### src/rtl/core/tscw_pkg.sv
// Shared constants, codes and controller/datapath interface types for the text screen writer.
`timescale 1ns / 1ps

package tscw_pkg;

  localparam int COLUMNS = 80;
  localparam int ROWS    = 25;
  localparam int CELLS   = COLUMNS * ROWS;
  localparam int ADDR_W  = $clog2(CELLS);
  localparam int FCNT_W  = $clog2(COLUMNS + 1);

  typedef logic [ADDR_W-1:0] addr_t;
  typedef logic [FCNT_W-1:0] fcnt_t;

  localparam logic [7:0] SPACE_CHAR = 8'h20;
  localparam logic [7:0] BLANK_ATTR = 8'h0F;
  localparam logic [7:0] TITLE_ATTR = 8'h1F;

  localparam logic [7:0] CH_BS  = 8'd8;
  localparam logic [7:0] CH_TAB = 8'd9;
  localparam logic [7:0] CH_LF  = 8'd10;
  localparam logic [7:0] CH_CR  = 8'd13;

  typedef enum logic [1:0] {
    CMD_PUT  = 2'd0,
    CMD_READ = 2'd1,
    CMD_SET  = 2'd2,
    CMD_NONE = 2'd3
  } cmd_t;

  typedef enum logic [2:0] {
    ST_CLEAR,
    ST_IDLE,
    ST_TAB,
    ST_COPY,
    ST_DRAIN,
    ST_BLANK,
    ST_DONE
  } ctl_state_t;

  typedef struct packed {
    logic clr_we;
    logic exec;
    logic fill_we;
    logic copy_step;
    logic copy_drain;
    logic result_load;
  } dp_cmd_t;

  typedef struct packed {
    logic clr_last;
    logic put_tab;
    logic put_scroll;
    logic scroll_pend;
    logic fill_last;
    logic copy_last;
  } dp_stat_t;

endpackage

### src/rtl/core/tscw_ctrl.sv
// Sequencing state machine and channel handshakes for the text screen writer.
`timescale 1ns / 1ps

module tscw_ctrl (
  input  logic                clk,
  input  logic                rst,
  input  logic                in_valid,
  output logic                in_stall,
  output logic                out_valid,
  input  logic                out_stall,
  input  tscw_pkg::dp_stat_t  stat,
  output tscw_pkg::dp_cmd_t   ctl
);

  tscw_pkg::ctl_state_t state, state_next;
  logic                 out_valid_next;
  logic                 slot_free;

  assign slot_free = !out_valid || !out_stall;
  assign in_stall  = (state != tscw_pkg::ST_IDLE);

  always_ff @(posedge clk) begin
    if (rst) begin
      state     <= tscw_pkg::ST_CLEAR;
      out_valid <= 1'b0;
    end else begin
      state     <= state_next;
      out_valid <= out_valid_next;
    end
  end

  always_comb begin
    state_next     = state;
    ctl            = '0;
    out_valid_next = out_valid && out_stall;
    unique case (state)
      tscw_pkg::ST_CLEAR: begin
        ctl.clr_we = 1'b1;
        if (stat.clr_last) state_next = tscw_pkg::ST_IDLE;
      end
      tscw_pkg::ST_IDLE: begin
        if (in_valid) begin
          ctl.exec = 1'b1;
          if (stat.put_tab) begin
            state_next = tscw_pkg::ST_TAB;
          end else if (stat.put_scroll) begin
            state_next = tscw_pkg::ST_COPY;
          end else begin
            state_next = tscw_pkg::ST_DONE;
          end
        end
      end
      tscw_pkg::ST_TAB: begin
        ctl.fill_we = 1'b1;
        if (stat.fill_last) begin
          state_next = stat.scroll_pend ? tscw_pkg::ST_COPY : tscw_pkg::ST_DONE;
        end
      end
      tscw_pkg::ST_COPY: begin
        ctl.copy_step = 1'b1;
        if (stat.copy_last) state_next = tscw_pkg::ST_DRAIN;
      end
      tscw_pkg::ST_DRAIN: begin
        ctl.copy_drain = 1'b1;
        state_next     = tscw_pkg::ST_BLANK;
      end
      tscw_pkg::ST_BLANK: begin
        ctl.fill_we = 1'b1;
        if (stat.fill_last) state_next = tscw_pkg::ST_DONE;
      end
      tscw_pkg::ST_DONE: begin
        if (slot_free) begin
          ctl.result_load = 1'b1;
          out_valid_next  = 1'b1;
          state_next      = tscw_pkg::ST_IDLE;
        end
      end
      default: state_next = tscw_pkg::ST_CLEAR;
    endcase
  end

endmodule

### config.mk
export PLATFORM = sky130hd
export DESIGN_NAME = tscw_ctrl
export DESIGN_NICKNAME = d
export VERILOG_FILES = /design/src/rtl/core/tscw_pkg.sv /design/src/rtl/core/tscw_ctrl.sv
export SDC_FILE = /design/constraint.sdc
export NUM_CORES = 1
export LEC_CHECK = 0
export ABC_AREA = 1
export BUFFER_PORTS_ARGS = -buffer_cell sky130_fd_sc_hd__buf_2
export CORE_AREA = 2 2 39 41
export CTS_CLUSTER_DIAMETER = 150
export CTS_CLUSTER_SIZE = 14
export DETAILED_ROUTE_END_ITERATION = 10
export DIE_AREA = 0 0 41 43
export GPL_TIMING_DRIVEN = 1
export HOLD_SLACK_MARGIN = 0.05
export PLACE_DENSITY = 0.5
export RECOVER_POWER = 50
export SYNTH_ARGS = -nofsm -noshare
export SYNTH_HDL_FRONTEND = slang
export SYNTH_SLANG_ARGS = --single-unit
export TNS_END_PERCENT = 1
### constraint.sdc
create_clock -name clk -period 1.45 [get_ports clk]
set_input_delay 0.0725 -clock clk [delete_from_list [all_inputs] [get_ports clk]]
set_output_delay 0.0725 -clock clk [all_outputs]
set_load 0.05 [all_outputs]
==> run summary, run 1 <==
The flow ran to the end, and the final reports show no timing, DRC or antenna violations. The worst pin sits at a relative slew slack of 60.7%. The clock passes through at most 2 buffers. The net count reported at finish is 99. The number of max-cap violations is 0. The tree is rooted in a clkbuf_4. Tracing the worst setup path back leads to its startpoint at state[0].

The die height came out at 43 µm. The I/O pin total is 18. The final cycle utilization of the critical path came out at 92.7%. Setup repair after global routing left no endpoint under its margin. The post-synth design cell area came out at 368 µm².

The power per standard cell area is 2640 mW/mm². The half-perimeter wire length of the detailed placement result came out at 733 µm. The filler-free cell count of the finished design came out at 103. The endpoint required time on the critical path is 1.38 ns. The number of antenna diodes in the final layout is 0. The complex-gate fraction of the synthesized area is 10.2%.

The synthesized-area fraction occupied by xor and xnor cells came out at 0%. The startpoint of the most critical hold path is out_stall. The area of the placeable core came out at 0.00138 mm². The uppermost layer routed is met4.

The portion of netlist area occupied by mux cells is 0%. TritonCTS built the clock tree. The cell count after synthesis is 66. For the finished layout, the period the worst path requires is 1.34 ns. Once placement completed, the tool counted placed cells totaling 99. The final route contains 453 vias. The standard cell with the maximum stage delay on the critical path is dfxtp_1. The post-layout total power is 0.00137 W. Dividing the detail-routed via count by the number of cells gives 4.40. The post-synthesis share of cell area spent on full adders, half adders and majority gates came out at 0%. The clock reaches the later pin of the worst-skew pair after 0.23 ns.

VDD sags by at most 829 µV. Clock-pin slew was measured on the worst setup and hold paths at 0.04 ns. By startpoint and endpoint, the worst setup path is classified as reg2out. The clock skew is 0.000573 ns. The maximum clock frequency is 744 MHz. The die covers 0.00176 mm². The simple-gate share of the synthesized area is 55.8%. The layout overhead on the synthesized area came out at 41.2%. Clock tree synthesis found a total of 4 sinks. The Yosys step of the flow raised 0 warnings. The met2 wire length came out at 422 µm. In this run the number of H-tree levels came out at 1. Wires add up to 867 µm. STA classifies the critical path startpoint as a flip-flop.

The number of buffer cells added on primary ports is 17. The number of buffers created by CTS came out at 3. The post-route antenna net violation count came out at 0.

The launch instance of the worst register-to-register path is state[0]. Sequential cells were found to cover 21.8% of the synthesized design area. The number of global-route vias before repair came out at 421. The final core utilization is 37.5%. The leakage power came out at 0.293 nW. The count of unresolved DRC violations after routing is 0. In this run the worst hold path is classified as in2reg. The number of detailed-route iterations in the first pass is 4. For this run, the slowest stage of the critical path takes 0.37 ns. The number of rows created at floorplan is 14.

The critical path buffer and inverter count is 2. The number of distinct standard cells referenced by the synthesized netlist is 14. The die boundary width came out at 41 µm. The number of max-slew violations in the final report came out at 0. The routed length per instance is 8.42 µm. The number of failing hold endpoints at the final stage is 0. The worst setup path is captured at an output port.

For the pin with the worst max-slew slack, the measured transition is 0.592 ns. The synthesized design contains 4 register bits. The maximum net fanout on the critical path is 7. The routed metal-1 wirelength came out at 390 µm. The per-instance average area after synthesis came out at 5.57 µm². The data arrival at the endpoint of the critical path came out at 1.27 ns. The post-synthesis net count is 76. The dominant combinational cell family by area after synthesis is simple AND/OR/NAND/NOR gates.

The critical path goes through inv_1 -> nand3_2 -> a21oi_1 -> buf_2. Broken down by cell family, the worst path's largest delay share belongs to buffers and inverters. The initial antenna violation count came out at 0. The aggregate global routing overflow is 0. The DRC violation total after the first TritonRoute iteration came out at 12. Global routing used 13.4% of the available tracks. Entering global routing, the biggest net connects 9 pins. The initial core utilization came out at 26.6%. The count of endpoints failing setup in the final report is 0. In the final layout, the share of cells above drive strength 1 is 37.9%. The final weighted congestion of routability-driven global placement came out at 0.754.

The wire length of the first global-routing pass is 1.55 mm. The length of routed met3 wiring came out at 45 µm.
placed cells by master, fill, tap and decap left out:
cell	count
nand3_2	2
nand2_1	13
a21oi_1	3
o31ai_1	1
nand3b_1	1
nand2_2	3
clkbuf_2	3
clkbuf_4	4
nor2_4	2
nor2_1	12
buf_2	12
nand3_1	8
clkbuf_1	1
inv_1	9
inv_2	3
dlygate4sd3_1	1
dfxtp_2	2
o21ai_0	3
dfxtp_1	2
nor2_2	2
cell families (layout without fill, tap and decap cells):
logic type             after synthesis  in the layout
buffers and inverters               12             33
and+or+nand+nor                     43             43
DFF                                  4              4
AOI/OAI and AO/OA                    7              7
tightest hold or removal path, cell delays in order:
cell and delay [ns]:
buf_2 0.10, nand2_1 0.09, a21oi_1 0.07
metal layers:
layer	vias up	track usage, %
li1	252	-
met1	189	16.4
met2	10	18.1
met3	2	3.14
met4	0	12.0
met5	-	0
synth_stat cells:
cell type | number | area [µm²]
a21oi_1 | 3 | 15.0
dfxtp_1 | 4 | 80.1
inv_1 | 8 | 30.0
inv_2 | 4 | 15.0
nand2_1 | 13 | 48.8
nand2_2 | 3 | 18.8
nand3_1 | 8 | 40.0
nand3_2 | 2 | 20.0
nand3b_1 | 1 | 7.51
nor2_1 | 14 | 52.6
nor2_2 | 1 | 6.26
nor2_4 | 1 | 11.3
o21ai_0 | 3 | 15.0
o31ai_1 | 1 | 7.51
flip-flops by register name, summed over array words and instances, names as in the netlist:
signal / count
out_valid: 1
state: 3
where the power goes:
group,leakage [nW],total (W),internal (W),switching [W]
Sequential,0.0337,0.000257,0.000165,0.0000912
Clock,0.0138,0.000135,0.0000924,0.0000422
Combinational,0.245,0.000978,0.000265,0.000712
Total,0.293,0.00137,0.000523,0.000846
worst paths after layout:
kind                    end  slack, ns  cells after the start
setup / recovery     ctl[0]       0.11                      4
hold / removal    out_valid       0.15                      3
setup reg to reg   state[1]       0.16                      9
hold reg to reg   out_valid       0.53                      2
cell type report:
cell class                      count  area, µm²
Tap cell                           16       20.0
Inverter                           12       45.0
Clock buffer                        3       22.5
Sequential cell                     4       82.6
Fill cell                         169        865
Timing Repair Buffer               18       96.3
Multi-Input combinational cell     50        253
repair_timing:
action,in CTS,in global routing
endpoints found under the hold margin,1,0
buffers inserted,0,0
hold buffers,1,0
setup endpoints to repair,0,3
gates resized for setup,0,4
metrics by stage:
stage / hold WS, ns / setup WS, ns / TNS, ns / instance area (µm²)
3_3_place_gp: 0.252 / 0.186 / 0 / 483
3_5_place_dp: 0.254 / 0.215 / 0 / 483
2_1_floorplan: 0.142 / -0.0494 / -0.161 / 378
5_1_grt: 0.176 / 0.0259 / 0 / 519
4_1_cts: 0.137 / 0.0574 / 0 / 515
6_report: 0.152 / 0.107 / 0 / 519
(Power assumes the default switching activity.)
==> inputs of run 2 (changes only) <==
--- a/config.mk
+++ b/config.mk
@@ -5,7 +5,6 @@
 export SDC_FILE = /design/constraint.sdc
 export NUM_CORES = 1
 export LEC_CHECK = 0
-export ABC_AREA = 1
 export BUFFER_PORTS_ARGS = -buffer_cell sky130_fd_sc_hd__buf_2
 export CORE_AREA = 2 2 39 41
 export CTS_CLUSTER_DIAMETER = 150
@@ -14,7 +13,7 @@
 export DIE_AREA = 0 0 41 43
 export GPL_TIMING_DRIVEN = 1
 export HOLD_SLACK_MARGIN = 0.05
-export PLACE_DENSITY = 0.5
+export PLACE_DENSITY = 0.48
 export RECOVER_POWER = 50
 export SYNTH_ARGS = -nofsm -noshare
 export SYNTH_HDL_FRONTEND = slang
==> run 2 against run 1 <==
Design area is 2.9% lower. Synthesized cell count is 29% lower. First-iteration DRC count is 92% lower. Maximum frequency is 2.3% lower. Sequential cell count stayed put. Cell count is 19% lower. Hold slack worse by 0.092 ns. Non-clock buffer count is 3 higher. Critical endpoint unchanged. Synthesized area is 4.1% lower. Clock skew is 0.00081 ns higher. Sequential power is 15% lower.
==> run summary, run 2 <==
The power per standard cell area is 2210 mW/mm² (-16%). The via count of the routed design was 409 (-9.7%). The cell area reported after detailed placement is 472 µm² (-2.3%). The flip-flop count of the largest register after layout came out at 3 (unchanged). The most flop-heavy register is state. Setup repair after global routing could not meet its margin everywhere. The complex-gate fraction of the synthesized area came out at 30.1% (+20 points). The ratio of routed vias to standard cells is 4.93 (+12%).

TritonCTS built the clock tree. The maximum clock frequency came out at 727 MHz (-2.3%). The met2 wire length came to 390 µm (-7.6%). The die area was 0.00176 mm² (unchanged).

The number of max-slew violations in the final report is 0 (unchanged). In the final layout, the registers with the most flip-flops are state: 3 flops, out_valid: 1 flops. Leaving out fill and tap cells, the most frequent cell in the layout is buf_2. The critical setup path kind is reg2out. Among cell families on the critical path, the largest total delay comes from buffers and inverters. The post-synthesis net count came out at 57 (-25%).

The switching part of the total is 52.1% (-9.7 points). The cell count after synthesis is 47 (-29%). The number of sinks on the clock net is 4 (unchanged). The layout cell share with drive strength beyond 1 was 47.8% (+9.8 points). The number of buffers created by CTS came out at 3 (unchanged). The sequential fraction of the synthesis area came out at 22.7% (+0.93 points). The number of global-route vias before repair is 372 (-12%). The total internal power is 0.000535 W (+2.2%). The detailed-route wire length came out at 884 µm (+2.0%). The share of power burned in the clock network is 12.6% (+2.8 points). The portion of netlist area occupied by mux cells came out at 2.84% (+2.8 points). The top-area cell type share of the netlist area is 22.7% (+0.93 points). The per-instance average area after synthesis came out at 7.51 µm² (+35%). The post-synth design cell area came out at 353 µm² (-4.1%).

The clock skew came out at 0.00138 ns (+0.000809 ns). The net switching component of the power is 0.000581 W (-31%). The largest net degree at the start of global routing is 10 (+1). The clock transition at the registers of the reported paths came out at 0.04 ns (about the same). The total negative slack is 0 ns (unchanged). The area growth from synthesis to layout is 42.9%. The worst-case clock buffer depth came to 2 (unchanged). The maximum vdd drop is 579 µV (-30%). The number of diodes came out at 0 (unchanged). The H-tree level count came out at 1 (unchanged). The endpoint class of the critical path is an output port. The measured slew at the worst slew-check pin came out at 0.593 ns (+0.00137 ns). The number of detailed-route iterations in the first pass is 4 (unchanged). The tree is rooted in a clkbuf_4. The worst setup path is launched from a flip-flop.

In the layout the commonest cells are buf_2 (12), buf_4 (6), nand2_1 (4), o21ai_0 (4). The proportion of register bits with asynchronous set or reset after synthesis came out at 0% (unchanged). The global router's overall resource usage is 12.3% (-1.0 points). The half-perimeter wire length of the detailed placement result is 688 µm (-6.1%). The maximum net fanout on the critical path is 8 (+1). The final-layout fill cell count was 157 (-7.1%). The number of distinct standard cells referenced by the synthesized netlist is 30 (+16).

The maximum single-stage delay on the critical path is 0.35 ns (-0.02 ns). The number of rows created at floorplan is 14 (unchanged). The synthesized-area fraction occupied by xor and xnor cells came to 0% (unchanged). The number of failing hold endpoints at the final stage came out at 0 (unchanged). The number of max-cap violations came to 0 (unchanged). After synthesis, the largest family of logic cells by area is simple AND/OR/NAND/NOR gates. The combinational group share of total power came out at 67.8% (-3.6 points). The slowest stage of the critical path belongs to the cell dfxtp_2. The count of endpoints failing setup in the final report is 0 (unchanged). The number of synthesized register bits came out at 4 (unchanged). The net count reported at finish is 79 (-20%). The number of buffer cells added on primary ports is 17 (unchanged). The post-route antenna net violation count came out at 0 (unchanged). The critical path buffer and inverter count is 2 (unchanged). The number of buffers added for setup after CTS came out at 0 (unchanged). The endpoint required time on the critical path is 1.38 ns (about the same). The die height is 43 µm (unchanged). The initial core utilization is 25.5% (-1.1 points). The data arrival at the endpoint of the critical path was 1.30 ns (+0.03 ns).

In this run the top signal layer used is met3. The critical path goes through buf_4 -> nand3b_1 -> a21oi_1 -> buf_2. The number of flops mapped to enable cells by yosys is 0 (unchanged). The initial antenna violation count came out at 0 (unchanged).

After synthesis, the most frequently instantiated cells are dfxtp_1 (4), nand2_1 (4), o21ai_0 (4), a21oi_1 (3), nor2_1 (3). The DRC violation total after the first TritonRoute iteration came out at 1 (-11). The worst hold-check slack was 0.0604 ns (-0.0918 ns). The final weighted congestion of routability-driven global placement is 0.678 (-10%). The aggregate global routing overflow is 0 (unchanged). The routed metal-1 wirelength came out at 429 µm (+10%). The post-layout total power came to 0.00112 W (-18%). Of all cell types, the one taking the most synthesized area is dfxtp_1. The routed length per instance came out at 10.7 µm (+27%). The simple-gate share of the synthesized area is 35.5% (-20 points).

The summed area of non-filler cells in the final layout is 504 µm² (-2.9%). The wire length of the first global-routing pass came out at 1.47 mm (-5.3%). The warning count from the yosys run came out at 0 (unchanged).

The clock latency on the worst-skew pair is 0.23 ns (about the same). The worst slew margin relative to its limit came out at 60.6% (-0.091 points). In the post-synthesis netlist, the biggest area contributors are dfxtp_1 (23%), o21ai_0 (5.7%), a21oi_1 (4.3%). The post-synthesis share of cell area spent on full adders, half adders and majority gates is 0% (unchanged). The I/O pin total came to 18 (unchanged).

The count of unresolved DRC violations after routing is 0 (unchanged). The length of routed met3 wiring is 65 µm (+44%). The leakage power is 0.211 nW (-28%).

The area of the placeable core came out at 0.00138 mm² (unchanged). The share of total power in sequential cells was 19.6% (+0.9 points). The final cycle utilization of the critical path was 94.9% (+2.2 points). The die boundary width came out at 41 µm (unchanged).

The type of the most critical hold path is in2reg. The run finished with clean final reports. The shortest clock period the worst path allows after layout came out at 1.38 ns (+0.0322 ns).

For this run, the leading register cell type out of synthesis is dfxtp_1.
## run 2: metrics by stage
step	std cells	util (%)	setup slack (ns)
2_1_floorplan	47	-	-0.352
3_3_place_gp	80	34.1	0.0849
3_5_place_dp	80	34.1	0.0822
4_1_cts	83	36.0	0.00968
5_1_grt	83	36.4	-0.00341
6_report	83	36.4	0.0744
## run 2: what timing repair did
action,4_1_cts,5_1_grt
pin swaps,0,0
hold buffers,0,0
endpoints found under the setup margin,3,7
gates resized for setup,2,5
hold endpoints to repair,0,0
## run 2: final timing paths
check / slack (ns) / from / cells past startpoint / endpoint
setup / recovery: 0.07 / state[0] / 4 / ctl[0]
hold / removal: 0.06 / rst / 2 / state[2]
setup reg to reg: 0.14 / state[2] / 4 / state[2]
hold reg to reg: 0.52 / out_valid / 2 / out_valid
## run 2: worst reg2reg max path: cells and delay by family, from the launching register on
kind               cells  cell delay [ns]
AOI/OAI and AO/OA      3             0.62
DFF                    1             0.38
and+or+nand+nor        1             0.22
## run 2: power by group through the flow
stage,Combinational [W],Sequential (W),Clock (W)
finish,0.000757,0.000219,0.000141
floorplan,0.000622,0.000174,0
CTS,0.000750,0.000212,0.000148
global route,0.000827,0.000232,0.000156
global placement,0.000747,0.000214,0
detailed placement,0.000745,0.000211,0
## run 2: kinds of logic (layout without fill, tap and decap cells)
group | count (synthesis) | after routing
buffers and inverters | 6 | 26
AOI/OAI and AO/OA | 15 | 15
and+or+nand+nor | 21 | 21
DFF | 4 | 4
muxes | 1 | 1
## run 2: layout make-up
class	count	area (µm²)	area share, %
flip-flops and latches	4	83.8	16.6
repair buffers	21	119	23.6
inverters	2	7.51	1.49
multi-input cells	37	251	49.9
clock buffers	3	22.5	4.47
well taps	16	20.0	3.97
## run 2: per-layer routing
metal,track usage [%],vias to the layer above
met4,8.00,0
li1,-,215
met3,3.14,0
met2,18.1,14
met1,15.1,180
met5,0,-
==> inputs of run 3 (changes only) <==
--- a/config.mk
+++ b/config.mk
@@ -6,11 +6,11 @@
 export NUM_CORES = 1
 export LEC_CHECK = 0
 export BUFFER_PORTS_ARGS = -buffer_cell sky130_fd_sc_hd__buf_2
-export CORE_AREA = 2 2 39 41
+export CORE_AREA = 5 5 42 44
 export CTS_CLUSTER_DIAMETER = 150
 export CTS_CLUSTER_SIZE = 14
 export DETAILED_ROUTE_END_ITERATION = 10
-export DIE_AREA = 0 0 41 43
+export DIE_AREA = 0 0 47 49
 export GPL_TIMING_DRIVEN = 1
 export HOLD_SLACK_MARGIN = 0.05
 export PLACE_DENSITY = 0.48
==> run 3 against run 2 <==
Combinational power rose by 2%. Design area rose by 3.7%. Die area rose by 31%. Largest power group unchanged. Register-to-register slack barely moved. Routed wire length rose by 3.6%. Sequential power rose by 3%. Critical path type unchanged. Global-route usage fell by 4.1 points. Total power rose by 1.9%. Utilization rose by 0.88 points.
==> run summary, run 3 (synthesis results as in run 2) <==
The number of diodes is 0 (unchanged). The initial core utilization came out at 25.2% (-0.32 points). The worst hold-check slack was 0.0707 ns (+0.0104 ns). The leakage power was 0.216 nW (+2.2%). The net count reported at finish was 79 (unchanged). The endpoint required time on the critical path is 1.38 ns (about the same). The startpoint class of the critical path is a flip-flop.

The count of endpoints failing setup in the final report is 0 (unchanged). The worst register-to-register path begins at state[2]. The setup slack on the worst flop-to-flop path came out at 0.13 ns (about the same).

The number of stages on the worst hold path came out at 2 (unchanged). The layout cell share with drive strength beyond 1 came to 49.3% (+1.5 points). The data arrival at the endpoint of the critical path is 1.29 ns (about the same). The flip-flop count of the largest register after layout is 3 (unchanged).

CTS placed an instance of clkbuf_4 at the clock tree root. The die height was 49 µm (+14%). The aggregate global routing overflow was 0 (unchanged). In this run the critical register-to-register path is captured at state[2].

The critical path is of the reg2out type. The standard cell with the maximum stage delay on the critical path is dfxtp_2. The measured slew at the worst slew-check pin came out at 0.602 ns (+0.00880 ns). Walking the worst path, the cells encountered are buf_4 -> nand3b_1 -> a21oi_1 -> clkbuf_4. The largest net degree at the start of global routing came to 11 (+1).

The clock latency on the worst-skew pair came out at 0.23 ns (about the same). The final-layout fill cell count came out at 161 (+2.5%). The global router's overall resource usage was 8.30% (-4.1 points). The routed length per instance is 11.0 µm (+3.6%). The number of max-cap violations is 0 (unchanged). The maximum clock frequency is 733 MHz (+0.79%). The combinational group share of total power was 68.2% (+0.4 points). The final weighted congestion of routability-driven global placement came out at 0.710 (+4.7%). The worst slew margin relative to its limit is 60.1% (-0.58 points). The clock skew came out at 0.00205 ns (+0.000664 ns). The number of global-route vias before repair is 371 (-0.27%). The path with the worst hold slack has its endpoint at state[1]. The wire length of the first global-routing pass is 1.42 mm (-3.3%). The startpoint of the most critical hold path is rst. The net switching component of the power came out at 0.000590 W (+1.5%). The I/O pin total is 18 (unchanged). The clock transition at the registers of the reported paths is 0.04 ns (about the same).

Leaving out fill and tap cells, the most frequent cells in the layout are buf_2 (10), buf_4 (6), nand2_1 (4), o21ai_0 (4), clkbuf_4 (4). The type of the most critical hold path is in2reg. The number of failing hold endpoints at the final stage came out at 0 (unchanged). The maximum vdd drop is 675 µV (+17%).

Setup repair after global routing left no endpoint under its margin. TritonCTS built the clock tree. The final cycle utilization of the critical path came out at 94.1% (-0.74 points).

The number of cells traversed by the worst register-to-register path is 4 (unchanged). The shortest clock period the worst path allows after layout came to 1.36 ns (-0.0107 ns). The area taken by multi-input logic gates is 265 µm² (+5.5%).

From synthesis to final layout, the design area changed by 48.2%. The via count of the routed design came out at 420 (+2.7%). The area of the placeable core came out at 0.00140 mm² (+1.3%). Leaving out fill and tap cells, the most frequent cell in the layout is buf_2. state holds more flip-flops than any other register. The DRC violation total after the first TritonRoute iteration came out at 11 (+10). The post-route antenna net violation count came out at 0 (unchanged). The share of power burned in the clock network is 12.1% (-0.5 points). The half-perimeter wire length of the detailed placement result is 757 µm (+10%). The run finished with clean final reports. The worst-case clock buffer depth came out at 2 (unchanged).

The summed area of non-filler cells in the final layout is 523 µm² (+3.7%). The number of max-slew violations in the final report came out at 0 (unchanged). The worst setup path is captured at an output port. The largest registers in the layout are state: 3 flops, out_valid: 1 flops. The maximum single-stage delay on the critical path came out at 0.35 ns (about the same).

The ratio of routed vias to standard cells came out at 5.06 (+2.7%). The detailed-route wire length came out at 916 µm (+3.6%). The die boundary width came out at 47 µm (+15%). The die area came out at 0.00230 mm² (+31%). The cell area reported after detailed placement is 472 µm² (unchanged). The total internal power came out at 0.000548 W (+2.4%). The number of buffer cells added on primary ports came out at 17 (unchanged).

The sequential cell area came out at 86.3 µm² (+3.0%). The power per standard cell area is 2180 mW/mm² (-1.7%). The number of buffers created by CTS is 3 (unchanged). The switching part of the total came out at 51.9% (-0.23 points).

The quantity of hold-fixing buffers added after cts is 0 (unchanged). The number of detailed-route iterations in the first pass came to 4 (unchanged). The H-tree level count was 1 (unchanged). The kind of cell with the highest combined delay along the critical path is buffers and inverters. The initial antenna violation count came to 0 (unchanged). The number of sinks on the clock net came out at 4 (unchanged). The number of rows created at floorplan came out at 14 (unchanged).

The critical path buffer and inverter count is 2 (unchanged). The logic depth of the worst setup path including buffers is 4 (unchanged). The maximum net fanout on the critical path is 8 (unchanged). The share of total power in sequential cells is 19.8% (+0.2 points). The count of unresolved DRC violations after routing is 0 (unchanged).
run 3: worst register-to-register path, delay by kind of cell, from the launching register on:
kind | cells | cell delay (ns)
compound gates | 3 | 0.61
simple gates | 1 | 0.22
flops | 1 | 0.38
run 3: routing by layer:
layer | vias to the layer above | global-route usage (%) | share of wire [%]
li1 | 220 | - | -
met1 | 187 | 10.9 | 41
met2 | 13 | 11.8 | 50
met3 | 0 | 0.369 | 9.2
met4 | 0 | 6.91 | 0
met5 | - | 0 | 0
run 3: worst max path at each step:
stage          startpoint       end  slack, ns
6_report         state[0]    ctl[0]       0.09
5_1_grt          state[1]    ctl[4]       0.01
4_1_cts          state[0]    ctl[0]      0.007
3_5_place_dp     state[1]  state[2]       0.04
3_3_place_gp     state[2]  state[2]       0.08
2_1_floorplan    state[0]    ctl[3]      -0.35
run 3: power by group through the flow:
| stage | combinational [W] | sequential, W | clock (W) |
|---|---|---|---|
| 6_report | 0.000775 | 0.000225 | 0.000137 |
| 5_1_grt | 0.000840 | 0.000235 | 0.000150 |
| 4_1_cts | 0.000764 | 0.000214 | 0.000145 |
| 3_5_place_dp | 0.000747 | 0.000214 | 0 |
| 3_3_place_gp | 0.000746 | 0.000216 | 0 |
| 2_1_floorplan | 0.000622 | 0.000174 | 0 |
run 3: through the flow:
step	util, %	worst slack (ns)	setup TNS, ns	instances	power (W)
2_1_floorplan	-	-0.352	-1.16	47	0.000796
3_3_place_gp	33.7	0.0848	0	80	0.000962
3_5_place_dp	33.7	0.0421	0	80	0.000962
4_1_cts	35.9	0.00686	0	83	0.00112
5_1_grt	37.3	0.00953	0	83	0.00123
6_report	37.3	0.0851	0	83	0.00114
run 3: final cells by class:
class	count	area share [%]
multi-input cells	37	50.7
flip-flops and latches	4	16.5
repair buffers	21	23.2
clock buffers	3	4.31
inverters	2	1.44
well taps	16	3.83
run 3: timing repair:
action / 4_1_cts / 5_1_grt
setup endpoints to repair: 3 / 5
resized for setup: 4 / 6
buffers inserted: 0 / 0
gates cloned: 0 / 0
